$ cat config.mk
export PLATFORM = sky130hd
export DESIGN_NAME = k_way_merge_selector_core
export DESIGN_NICKNAME = d
export VERILOG_FILES = /design/src/rtl/kwms_pkg.sv /design/src/rtl/kwms_front.sv /design/src/rtl/kwms_queue.sv /design/src/rtl/kwms_back.sv /design/src/rtl/k_way_merge_selector_core.sv
export SDC_FILE = /design/constraint.sdc
export NUM_CORES = 2
export LEC_CHECK = 0
export BUFFER_PORTS_ARGS = -buffer_cell sky130_fd_sc_hd__buf_4
export CAP_MARGIN = 25
export CORE_MARGIN = 5
export CORE_UTILIZATION = 47
export CTS_CLUSTER_SIZE = 28
export DETAILED_ROUTE_END_ITERATION = 8
export PLACE_DENSITY = 0.74
export SYNTH_ARGS = -nofsm -noshare
export SYNTH_HDL_FRONTEND = slang
export SYNTH_SLANG_ARGS = --single-unit
export TNS_END_PERCENT = 1
$ cat constraint.sdc
create_clock -name clk_i -period 54.9 [get_ports clk_i]
set_clock_uncertainty 0.15 [all_clocks]
set_input_delay 0 -clock clk_i [delete_from_list [all_inputs] [get_ports clk_i]]
set_output_delay 0 -clock clk_i [all_outputs]
set_load 0.005 [all_outputs]
$ cat src/rtl/kwms_pkg.sv
// Shared types and constants of the k-way merge selector.
package kwms_pkg;

  localparam int unsigned RUN_W = 3;
  localparam int unsigned KEY_W = 64;
  localparam int unsigned LEN_W = 32;
  localparam int unsigned CFG_W = 4;

  // Number of runs that the run index field can address.
  localparam int unsigned RUN_REACH = 8;

  localparam logic [CFG_W-1:0] RUNS_RESET = 4'd2;

  localparam logic ACT_RECORD = 1'b0;
  localparam logic ACT_END    = 1'b1;

  localparam logic KIND_RECORD   = 1'b0;
  localparam logic KIND_FINISHED = 1'b1;

  typedef struct packed {
    logic             action;
    logic [RUN_W-1:0] run_index;
    logic [KEY_W-1:0] record_key;
    logic [LEN_W-1:0] record_len;
  } in_item_t;

  typedef struct packed {
    logic             result_kind;
    logic [RUN_W-1:0] out_run;
    logic [KEY_W-1:0] out_key;
    logic [LEN_W-1:0] out_len;
  } out_item_t;

  // Classified item as it travels from the front to the back.
  typedef struct packed {
    logic     in_range;
    in_item_t item;
  } task_t;

endpackage

$ cat src/rtl/kwms_front.sv
// Front end: run count register and classification of incoming items.
module kwms_front import kwms_pkg::*; #(
  parameter int unsigned RUN_SLOTS = 8
) (
  input  logic             clk_i,
  input  logic             rst_ni,
  input  logic             cfg_valid_i,
  output logic             cfg_ready_o,
  input  logic [CFG_W-1:0] cfg_data_i,
  input  logic             in_valid_i,
  output logic             in_stall_o,
  input  in_item_t         in_data_i,
  input  logic             q_full_i,
  output logic             q_push_o,
  output task_t            q_task_o,
  output logic [CFG_W-1:0] runs_o
);

  logic [CFG_W-1:0] runs_in_use_q;
  logic [CFG_W-1:0] runs_in_use_d;

  assign cfg_ready_o   = 1'b1;
  assign runs_in_use_d = (cfg_valid_i && cfg_ready_o) ? cfg_data_i : runs_in_use_q;

  always_ff @(posedge clk_i or negedge rst_ni) begin
    if (!rst_ni) begin
      runs_in_use_q <= RUNS_RESET;
    end else begin
      runs_in_use_q <= runs_in_use_d;
    end
  end

  // Clamp the programmed count to the runs that exist, and a zero count to one.
  always_comb begin
    if (runs_in_use_q == '0) begin
      runs_o = CFG_W'(1);
    end else if (runs_in_use_q > CFG_W'(RUN_SLOTS)) begin
      runs_o = CFG_W'(RUN_SLOTS);
    end else begin
      runs_o = runs_in_use_q;
    end
  end

  assign in_stall_o        = q_full_i;
  assign q_push_o          = in_valid_i && !q_full_i;
  assign q_task_o.item     = in_data_i;
  assign q_task_o.in_range = {1'b0, in_data_i.run_index} < runs_o;

endmodule

$ cat src/rtl/kwms_queue.sv
// Two-entry queue of classified items between the front and the back.
module kwms_queue import kwms_pkg::*; (
  input  logic  clk_i,
  input  logic  rst_ni,
  input  logic  push_i,
  input  task_t push_data_i,
  output logic  full_o,
  output logic  valid_o,
  input  logic  pop_i,
  output task_t pop_data_o
);

  task_t       slot_q [2];
  logic        wr_ptr_q;
  logic        wr_ptr_d;
  logic        rd_ptr_q;
  logic        rd_ptr_d;
  logic [1:0]  cnt_q;
  logic [1:0]  cnt_d;
  logic        do_pop;

  assign full_o     = cnt_q == 2'd2;
  assign valid_o    = cnt_q != 2'd0;
  assign pop_data_o = slot_q[rd_ptr_q];
  assign do_pop     = pop_i && valid_o;

  always_comb begin
    wr_ptr_d = push_i ? !wr_ptr_q : wr_ptr_q;
    rd_ptr_d = do_pop ? !rd_ptr_q : rd_ptr_q;
    cnt_d    = cnt_q + 2'(push_i) - 2'(do_pop);
  end

  always_ff @(posedge clk_i or negedge rst_ni) begin
    if (!rst_ni) begin
      wr_ptr_q <= 1'b0;
      rd_ptr_q <= 1'b0;
      cnt_q    <= 2'd0;
    end else begin
      wr_ptr_q <= wr_ptr_d;
      rd_ptr_q <= rd_ptr_d;
      cnt_q    <= cnt_d;
    end
  end

  always_ff @(posedge clk_i) begin
    if (push_i) begin
      slot_q[wr_ptr_q] <= push_data_i;
    end
  end

endmodule

$ cat src/rtl/kwms_back.sv
// Back end: per-run status, sorted head list, selection and result register.
module kwms_back import kwms_pkg::*; #(
  parameter int unsigned RUN_SLOTS = 8
) (
  input  logic             clk_i,
  input  logic             rst_ni,
  input  logic [CFG_W-1:0] runs_i,
  input  logic             q_valid_i,
  input  task_t            q_task_i,
  output logic             q_pop_o,
  output logic             out_valid_o,
  input  logic             out_stall_i,
  output out_item_t        out_data_o
);

  localparam int unsigned LD = RUN_SLOTS;

  typedef struct packed {
    logic [KEY_W-1:0] key;
    logic [RUN_W-1:0] run;
    logic [LEN_W-1:0] len;
  } head_t;

  function automatic logic head_less(head_t a, head_t b);
    return {a.key, a.run} < {b.key, b.run};
  endfunction

  // Status per run.
  logic [RUN_SLOTS-1:0] hv_q, hv_d, ended_q, ended_d;
  logic                 finished_q, finished_d;

  // Heads sorted by key then run; valid entries form a prefix.
  head_t                l_q [LD];
  head_t                l_d [LD];
  logic  [LD-1:0]       lval_q, lval_d;

  logic                 out_valid_q, out_valid_d;
  out_item_t            out_data_q, out_data_d;

  logic                 go;
  logic                 apply, ins, fin_end, cond, emit_rec, emit_fin;
  logic [RUN_SLOTS-1:0] run_hit, in_use, hv1, ended1, rem_mask;
  logic                 held, ended_run;
  head_t                new_hd, sel_hd;
  logic  [LD-1:0]       lt;
  logic  [LD:0]         prev_lt, lt_pad;
  head_t                ls [LD+1];
  head_t                lp [LD+1];
  logic  [LD:0]         ls_v, lp_v;
  head_t                m [LD+1];
  logic  [LD:0]         mv, elig, first, pre, aft;
  logic                 any_elig;

  assign go      = q_valid_i && (!out_valid_q || !out_stall_i);
  assign q_pop_o = go;

  assign new_hd.key = q_task_i.item.record_key;
  assign new_hd.run = q_task_i.item.run_index;
  assign new_hd.len = q_task_i.item.record_len;

  always_comb begin
    for (int i = 0; i < RUN_SLOTS; i++) begin
      run_hit[i] = q_task_i.item.run_index == RUN_W'(i);
      in_use[i]  = CFG_W'(i) < runs_i;
    end
    held      = |(hv_q & run_hit);
    ended_run = |(ended_q & run_hit);
    apply     = !finished_q && q_task_i.in_range && !held && !ended_run;
    ins       = apply && (q_task_i.item.action == ACT_RECORD);
    fin_end   = apply && (q_task_i.item.action == ACT_END);
    hv1       = hv_q | (ins ? run_hit : '0);
    ended1    = ended_q | (fin_end ? run_hit : '0);
    cond      = !finished_q && (&((hv1 | ended1) | ~in_use));

    // Insertion point of the new head.
    for (int j = 0; j < LD; j++) begin
      lt[j] = lval_q[j] && head_less(l_q[j], new_hd);
    end
    prev_lt = {lt, 1'b1};
    lt_pad  = {1'b0, lt};

    ls[LD]   = '0;
    ls_v[LD] = 1'b0;
    lp[0]    = '0;
    lp_v[0]  = 1'b0;
    for (int j = 0; j < LD; j++) begin
      ls[j]     = l_q[j];
      ls_v[j]   = lval_q[j];
      lp[j+1]   = l_q[j];
      lp_v[j+1] = lval_q[j];
    end

    // Merged list with one extra slot.
    for (int j = 0; j <= LD; j++) begin
      if (!ins || lt_pad[j]) begin
        m[j]  = ls[j];
        mv[j] = ls_v[j];
      end else if (prev_lt[j]) begin
        m[j]  = new_hd;
        mv[j] = 1'b1;
      end else begin
        m[j]  = lp[j];
        mv[j] = lp_v[j];
      end
      elig[j] = mv[j] && ({1'b0, m[j].run} < runs_i);
    end

    // First eligible entry is the winner.
    pre[0] = 1'b0;
    for (int j = 1; j <= LD; j++) begin
      pre[j] = pre[j-1] || elig[j-1];
    end
    sel_hd = '0;
    for (int j = 0; j <= LD; j++) begin
      first[j] = elig[j] && !pre[j];
      aft[j]   = elig[j] || pre[j];
      sel_hd   = sel_hd | (first[j] ? m[j] : '0);
    end
    any_elig = |elig;
    emit_rec = cond && any_elig;
    emit_fin = cond && !any_elig;

    for (int j = 0; j < LD; j++) begin
      if (emit_rec && aft[j]) begin
        l_d[j]    = m[j+1];
        lval_d[j] = mv[j+1];
      end else begin
        l_d[j]    = m[j];
        lval_d[j] = mv[j];
      end
    end

    for (int i = 0; i < RUN_SLOTS; i++) begin
      rem_mask[i] = emit_rec && (sel_hd.run == RUN_W'(i));
    end
    hv_d       = hv1 & ~rem_mask;
    ended_d    = ended1;
    finished_d = finished_q || emit_fin;

    out_data_d = out_data_q;
    if (emit_rec) begin
      out_data_d.result_kind = KIND_RECORD;
      out_data_d.out_run     = sel_hd.run;
      out_data_d.out_key     = sel_hd.key;
      out_data_d.out_len     = sel_hd.len;
    end else if (emit_fin) begin
      out_data_d.result_kind = KIND_FINISHED;
      out_data_d.out_run     = '0;
      out_data_d.out_key     = '0;
      out_data_d.out_len     = '0;
    end

    if (go && (emit_rec || emit_fin)) begin
      out_valid_d = 1'b1;
    end else if (!out_stall_i) begin
      out_valid_d = 1'b0;
    end else begin
      out_valid_d = out_valid_q;
    end
  end

  always_ff @(posedge clk_i or negedge rst_ni) begin
    if (!rst_ni) begin
      hv_q        <= '0;
      ended_q     <= '0;
      finished_q  <= 1'b0;
      lval_q      <= '0;
      out_valid_q <= 1'b0;
    end else begin
      out_valid_q <= out_valid_d;
      if (go) begin
        hv_q       <= hv_d;
        ended_q    <= ended_d;
        finished_q <= finished_d;
        lval_q     <= lval_d;
      end
    end
  end

  always_ff @(posedge clk_i) begin
    if (go) begin
      l_q        <= l_d;
      out_data_q <= out_data_d;
    end
  end

  assign out_valid_o = out_valid_q;
  assign out_data_o  = out_data_q;

  // The sorted list holds exactly the heads marked valid.
  assert property (@(posedge clk_i) disable iff (!rst_ni)
    $countones(lval_q) == $countones(hv_q))
    else $error("head list size differs from head count");

  // Valid list entries form a prefix.
  assert property (@(posedge clk_i) disable iff (!rst_ni)
    ((lval_q >> 1) & ~lval_q) == '0)
    else $error("head list has a hole");

  // A run that has ended never holds a head.
  assert property (@(posedge clk_i) disable iff (!rst_ni)
    (hv_q & ended_q) == '0)
    else $error("ended run holds a head");

  // Once finished, no further result is loaded.
  assert property (@(posedge clk_i) disable iff (!rst_ni)
    finished_q && !out_valid_q |=> !out_valid_q)
    else $error("result after merge finished");

endmodule

$ cat src/rtl/k_way_merge_selector_core.sv
// Top level of the k-way merge selector.
//
// Usage: the input channel (in_valid_i, in_stall_o, in_data_i) carries one item
// per transfer: either the next record of a run or the end mark of that run.
// The output channel (out_valid_o, out_stall_i, out_data_o) carries merged
// records in ascending key order, ties going to the lower run index, and one
// finished result once every run in use has ended and no head is left.
// The configuration channel (cfg_valid_i, cfg_ready_o, cfg_data_i) writes the
// number of runs in use; it is always ready and must only be written while no
// item is in flight.
// A result is presented in the cycle after the back end pops the item that
// causes it. Throughput: one item per cycle while out_stall_i is low; the back
// end's single insertion and selection step over the sorted head list sets it.
// A two-entry queue separates the front from the back, so a stalled receiver
// backs up into the queue first and in_stall_o rises only when it is full.
// A stalled result holds its value. Reset clears all heads, end marks and the
// finished flag and sets the run count to two; nothing needs a clearing pass.
module k_way_merge_selector_core import kwms_pkg::*; #(
  parameter int unsigned MAX_RUNS = 8
) (
  input  logic             clk_i,
  input  logic             rst_ni,
  input  logic             cfg_valid_i,
  output logic             cfg_ready_o,
  input  logic [CFG_W-1:0] cfg_data_i,
  input  logic             in_valid_i,
  output logic             in_stall_o,
  input  in_item_t         in_data_i,
  output logic             out_valid_o,
  input  logic             out_stall_i,
  output out_item_t        out_data_o
);

  // Only the runs that the run index can address get storage.
  localparam int unsigned RUN_SLOTS = (MAX_RUNS < RUN_REACH) ? MAX_RUNS : RUN_REACH;

  logic             q_full;
  logic             q_push;
  logic             q_valid;
  logic             q_pop;
  task_t            q_task_in;
  task_t            q_task_out;
  logic [CFG_W-1:0] runs;

  // Front end: holds the run count and tags each item as in range or not.
  kwms_front #(
    .RUN_SLOTS (RUN_SLOTS)
  ) u_front (
    .clk_i       (clk_i),
    .rst_ni      (rst_ni),
    .cfg_valid_i (cfg_valid_i),
    .cfg_ready_o (cfg_ready_o),
    .cfg_data_i  (cfg_data_i),
    .in_valid_i  (in_valid_i),
    .in_stall_o  (in_stall_o),
    .in_data_i   (in_data_i),
    .q_full_i    (q_full),
    .q_push_o    (q_push),
    .q_task_o    (q_task_in),
    .runs_o      (runs)
  );

  // Short queue so that the front keeps taking items while the back waits.
  kwms_queue u_queue (
    .clk_i       (clk_i),
    .rst_ni      (rst_ni),
    .push_i      (q_push),
    .push_data_i (q_task_in),
    .full_o      (q_full),
    .valid_o     (q_valid),
    .pop_i       (q_pop),
    .pop_data_o  (q_task_out)
  );

  // Back end: applies each item, then, when every run in use holds a head or
  // has ended, emits the smallest eligible head or, if none, the finished result.
  kwms_back #(
    .RUN_SLOTS (RUN_SLOTS)
  ) u_back (
    .clk_i       (clk_i),
    .rst_ni      (rst_ni),
    .runs_i      (runs),
    .q_valid_i   (q_valid),
    .q_task_i    (q_task_out),
    .q_pop_o     (q_pop),
    .out_valid_o (out_valid_o),
    .out_stall_i (out_stall_i),
    .out_data_o  (out_data_o)
  );

endmodule

== Word-level counts from Yosys, hierarchy flattened ==
Memories as Yosys holds them, arrays and structs flattened.
Cells that the tools add are included.

* Register bits after elaboration: 926
* Memory bits (writable): 202
* Bits of input ports: 109
* Output and inout port bits: 103
* Word-level logic and storage cells: 269
* Memories: 1

* $add $sub $neg: 2
* $lt $le $gt $ge: 27
* Equal/unequal tests: 16
* Muxes and demuxes: 69
* Bitwise gates (word level): 18
* Reductions and logical operators: 99

{| class="wikitable"
|+ Memories
! name !! depth !! bits a word !! rd ports !! clocked after memory_dff !! write ports !! RTL line !! text
|-
| u_queue.slot_q || 2 || 101 || 1 || 0 || 1 || kwms_queue.sv:13 || <nowiki>task_t slot_q [2];</nowiki>
|}

{| class="wikitable"
|+ Operator list
! kind !! count
|-
| 99-bit 2-to-1 mux || 35
|-
| 99-bit OR || 8
|-
| 67-bit less-than comparator || 8
|-
| 100-bit 2-to-1 mux || 1
|-
| 1-bit logical AND || 53
|-
| 3-bit by 4-bit less-than comparator with 1-bit output || 10
|-
| 8-bit OR || 4
|-
| 1-bit 2-to-1 mux || 29
|-
| 8-bit AND || 3
|-
| 3-bit == test (second input constant) || 8
|-
| 1-bit logical NOT || 18
|-
| 1-bit logical OR || 18
|-
| 3-bit by 4-bit less-than comparator with 1-bit output (first input constant) || 4
|-
| 8-bit 2-to-1 mux || 2
|-
| 8-bit NOT || 2
|-
| 8-bit OR reduction || 2
|-
| 3-bit by 2-bit == test with 1-bit output (second input constant) || 4
|-
| 9-bit OR reduction || 1
|-
| 1-bit by 4-bit less-than comparator with 1-bit output (first input constant) || 2
|-
| 2-bit by 4-bit less-than comparator with 1-bit output (first input constant) || 2
|-
| 4-bit 2-to-1 mux || 2
|-
| 8-bit AND reduction || 1
|-
| 3-bit by 1-bit == test with 1-bit output (second input constant) || 2
|-
| 3-bit logical NOT || 2
|-
| other kinds (9) || 10
|}

== Depth between registers and ports, before layout ==
An unclocked memory read counts as a cell.

* Depth after elaboration: 28
* Depth in mapped cells: 30
* Gate-level depth less buffers: 23

== Hierarchy ==
From an unflattened synthesis, not the netlist that was laid out.

* Cell total of the unflattened synthesis: 8619
* Area total of the unflattened synthesis: 80124.3 sq um

{| class="wikitable"
|+ Modules (own cells, without submodules)
! module !! times used !! cells an instance !! area each (sq um) !! seq. area each (sq um)
|-
| kwms_back || 1 || 8162 || 71304.6 || 27436.3
|-
| kwms_queue || 1 || 331 || 7811.2 || 6165.9
|-
| kwms_front || 1 || 126 || 1008.5 || 101.3
|}

== Worst setup path before layout ==
Ideal clock, no wire load.

* Kind: register to register
* Start: register u_back.out_valid_q, in the netlist u_back.out_valid_o
* End: register u_queue.cnt_q[1]
* Setup time: 0.124 ns
* Data arrival time: 18.345 ns
* Data required time: 54.626 ns
* Setup slack: 36.282 ns
* Stages on the path, launching flop included: 9
* Buffers on the path: 0
* Clock period less this slack: 18.618 ns
* Path through: dfrtp_1 > nand2_1 > o21ai_1 > inv_1 > ha_1 > inv_1 > ha_1 > xnor2_1 > xnor2_1

* Word-level cells in the longest chain between the ends: 5

{| class="wikitable"
|+ RTL lines
! item !! RTL line !! text
|-
| start: declaration || kwms_back.sv:37 || <nowiki>logic out_valid_q, out_valid_d;</nowiki>
|-
| start signal: assignment || kwms_back.sv:170 || <nowiki>out_valid_q <= out_valid_d;</nowiki>
|-
| 1-bit logical NOT || kwms_back.sv:54 || <nowiki>assign go = q_valid_i && (!out_valid_q || !out_stall_i);</nowiki>
|-
| 1-bit logical OR || kwms_back.sv:54 ||
|-
| 1-bit logical AND || kwms_back.sv:54 ||
|-
| net q_pop || k_way_merge_selector_core.sv:40 || <nowiki>logic q_pop;</nowiki>
|-
| 1-bit logical AND || kwms_queue.sv:25 || <nowiki>assign do_pop = pop_i && valid_o;</nowiki>
|-
| 2-bit by 1-bit subtractor with 2-bit output || kwms_queue.sv:30 || <nowiki>cnt_d = cnt_q + 2'(push_i) - 2'(do_pop);</nowiki>
|-
| net u_queue.cnt_d[1] || kwms_queue.sv:19 || <nowiki>logic [1:0] cnt_d;</nowiki>
|-
| end signal: assignment || kwms_queue.sv:41 || <nowiki>cnt_q <= cnt_d;</nowiki>
|-
| end: declaration || kwms_queue.sv:18 || <nowiki>logic [1:0] cnt_q;</nowiki>
|}

The timed path passes the listed nets, and every way through them passes these cells.
A chain may end at the register's enable or synchronous reset.

== Worst setup path in the final report ==
* Start: register u_queue.rd_ptr_q
* End: register u_back.out_data_q (netlist bit u_back.out_data_o[77]) (data pin)

* Word-level cells in the longest chain between the ends: 25
* Elaborated cells between the ends (all ways): 149
* Those cells by class: order compare (17); eq/ne (7); mux (46); bitwise (15); reduce/logical (63); memory (1)

{| class="wikitable"
|+ RTL lines
! item !! RTL line !! text
|-
| start: declaration || kwms_queue.sv:16 || <nowiki>logic rd_ptr_q;</nowiki>
|-
| start signal: assignment || kwms_queue.sv:40 || <nowiki>rd_ptr_q <= rd_ptr_d;</nowiki>
|-
| memory 2 x 101 bit * || -- ||
|-
| branches (longest 23 deep; another with 67-bit less-than comparator) || -- ||
|-
| 99-bit 2-to-1 mux * || kwms_back.sv:141 || <nowiki>if (emit_rec) begin</nowiki>
|-
| end signal: assignment || kwms_back.sv:183 || <nowiki>out_data_q <= out_data_d;</nowiki>
|-
| end: declaration || kwms_back.sv:38 || <nowiki>out_item_t out_data_q, out_data_d;</nowiki>
|}

Mark *: on every way between the ends.

==> summary.txt <==
die area -> 0.175 mm2
clock sink count -> 1128
Compound-Gate Fraction of Synth Area -> 22.9%
leading cell type in the layout, fill and taps excluded -> a21oi_1
Ports -> 212
flop2flop setup slack -> 43580 ps
min Tclk post-route -> 11320 ps
Rel. slew slack -> 9.66%
Die Ht -> 418 um
max-cap violations -> 0
Worst-path clk slew -> 70 ps
global-route wire length before repair -> 427 mm
CP Class -> reg2reg
Finished Cell Area -> 0.0884 mm2
largest net degree at the start of global routing -> 199
via count -> 74200
mux cell area share after synthesis -> 7.11%
Setup-failing EPs final -> 0
H-tree depth -> 4
RSZ-0062 raised after global routing -> no
Largest stage delay, worst path -> 960 ps
type of the worst min-delay path -> in2reg
# nets final -> 9617
post-CTS setup buffer count -> 0
CP endpoint kind -> flip-flop
ys flop type -> edfxtp_1
Setup crit start kind -> flip-flop
DRC -> 0
DIE WIDTH -> 418 um
Setup TNS -> 0 ps
initial antenna violation count -> 5
critical path fanouts, max -> 83
number of synthesized register bits -> 1128
reg2reg start -> u_queue.rd_ptr_q$_DFFE_PN0P_
Inserted Clock Buffers -> 133
Post-Synth XOR/XNOR Area -> 0.0448%
final cycle utilization of the critical path -> 20.6%
final hold vios -> 0
Slowest-stage cell, CP -> buf_4
part of the Yosys area used for sequential elements -> 43.1%
Initial Util -> 47.4%
post-DP HPWL -> 179 mm
post-synthesis adder-cell area fraction -> 8.80%
number of global-route vias before repair -> 70500
routed wire length -> 288 mm
Synth warnings -> 0
most frequent cells in the layout -> 1475 x a21oi_1, 1354 x nor2_1, 1126 x nand2_1
mapped cell area -> 0.0782 mm2
area grow syn2layout -> 13.0%
clk buf depth -> 3
HP Start -> out_stall_i
DR vias/cell -> 6.59
total grt overflow -> 0
root buffer cell -> clkbuf_16
fin. max-slew vios -> 0
post-synthesis simple-gate area fraction -> 14.6%
Antenna Violating Nets Remaining -> 0
port bufs -> 210
Tot GR Track Use -> 31.5%
CTS tree -> done
core area -> 0.165 mm2
post-synth cell types -> 86
largest family of logic cells by synthesized area -> compound AO/OA/AOI/OAI gates
routability cong. -> 1.01
Worst Setup SP -> u_queue.rd_ptr_q$_DFFE_PN0P_
Worst-Margin Slew -> 1360 ps
Placed Area -> 0.0818 mm2
Async S/R FF share, synth -> 3.01%
ratio of cells with drive above 1 in the final layout -> 9.49%
drt first-iter violations -> 11000
number of flops mapped to enable cells by yosys -> 1094
Syn Nets -> 9512
routed len/inst -> 25.6 um
Syn Area/Cell -> 8.83 um2
Critical Path RT -> 55400 ps
final core utilization -> 53.5%
Pre-antenna DRT Iters -> 9
worst endpoint data arrival time -> 11830 ps
Most common cell on crit path -> buf_4
clk_lat worst skew -> 820 ps
status -> finished, final reports clean
worst-path cell chain -> buf_4, mux2i_1, buf_4, ha_1, nand4_1, nor4_1, buf_2, inv_1, o32ai_1, a221oi_1, nand2b_4, buf_4, buf_4, a21oi_1, o311ai_1, nand2_1, nor2_4, buf_4, and3_4, buf_4, a22oi_1, a31oi_1
Max Clk Rate -> 88.3 MHz
row count -> 149
Mapped Cells -> 8853
==> sequential cells by signal (all words and copies together) (netlist names) <==
register,count
u_back.ended_q,8
u_back.finished_q,1
u_back.hv_q,8
u_back.l_q,792
u_back.lval_q,8
u_back.out_data_o,100
u_back.out_valid_o,1
u_front.runs_in_use_q,4
u_queue.cnt_q,2
u_queue.rd_ptr_q,1
u_queue.slot_q,202
u_queue.wr_ptr_q,1
==> routing by layer <==
layer,GRT usage [%],routed length (um),share of wire [%]
met1,39.8,108000,37
met2,48.7,125000,43
met3,7.69,35000,12
met4,19.9,20500,7.1
met5,0,39,0.014
==> stage by stage <==
stage                     hold WS (ps)  setup slack (ps)  std cells
after floorplan                   -446             36280       8853
after global placement            -148             43750      10800
after detailed placement          -136             43540      10800
after CTS                         39.8             43500      11200
after global routing              92.0             43100      11200
final                             90.8             43580      11200
==> synth_stat cells, types with 5 or more instances <==
master     count  area [um2]
mux2_2       212        2390
nand2_1     1133        4250
or2_2          6        37.5
nand2b_1      10        62.6
nand4_1      101         632
o22ai_1      103         644
or4_1          8        60.1
a22oi_1      102         766
buf_1         34         128
buf_2         91         455
nor4_1        28         175
or3_1         15        93.8
ha_1         550        6880
and3_1        13        81.3
a2111o_1       5        56.3
o21ai_0      785        3930
nor2_1      1359        5100
a31oi_1      115         719
a21oi_1     1476        7390
o2111ai_1      8        70.1
o21a_1        24         180
nand3_1       57         285
o31ai_1      100         751
nor3_1        53         265
and2_1         6        37.5
mux2_1        98        1100
a21o_1        39         293
o221ai_1       6        52.6
a2111oi_0      8        70.1
and4_1         9        78.8
a221oi_1     113         990
inv_1         50         188
mux2i_1      205        2050
a211oi_1      38         285
o211ai_1     118         886
nor2b_1       12        75.1
a31o_2         6        52.6
o21ai_1        6        30.0
edfxtp_1    1094       32900
o32ai_1        7        61.3
a21boi_0       5        37.5
dfrtp_1       33         826
a221o_1       10         100
o31a_1         5        43.8
clkbuf_1     520        1950
==> critical path, delay by kind of cell, from the launching register on <==
| kind | cells | cell delay, ps |
|---|---|---|
| mux | 1 | 220 |
| flops | 1 | 760 |
| buf+inv | 8 | 4700 |
| fa+ha+maj | 1 | 320 |
| simple gates | 6 | 2550 |
| compound gates | 6 | 2290 |
==> final timing paths <==
kind,to,cells after the start
hold / removal,u_back.out_valid_o$_DFFE_PN0P_,4
max in group asynchronous,u_back.ended_q[5]$_DFFE_PN0P_,4
min in group asynchronous,u_front.runs_in_use_q[0]$_DFFE_PN0P_,4
setup / recovery,u_back.out_data_o[77]$_SDFFCE_PN0P_,22
hold reg to reg,u_back.ended_q[7]$_DFFE_PN0P_,1
setup reg to reg,u_back.out_data_o[77]$_SDFFCE_PN0P_,22
==> what timing repair did <==
item	CTS	global route
hold endpoints to repair	323	0
resized for setup	0	0
hold buffers	219	0
==> layout make-up <==
| cell class | count | area, um2 |
|---|---|---|
| inverter | 51 | 199 |
| multi-input combinational | 7026 | 42100 |
| antenna | 3 | 7.51 |
| sequential | 1128 | 33700 |
| clock buffer | 162 | 3500 |
| tap | 2189 | 2740 |
| fill | 14700 | 76800 |
| timing repair buffer | 618 | 5500 |
| clock inverter | 71 | 603 |
==> cells by family (layout without fill, tap and decap cells) <==
logic type | count (synthesis) | count (layout)
buffers and inverters | 699 | 902
adders and majority gates | 550 | 550
muxes | 516 | 516
AOI/OAI and AO/OA | 3126 | 3126
and+or+nand+nor | 2829 | 2829
DFF | 1128 | 1128
xor gates and xnor gates | 4 | 4
other | 1 | 4
Power is left out: the tool's default activity adds up to more than one toggle a clock period on the data nets, which glitch-free logic cannot reach.
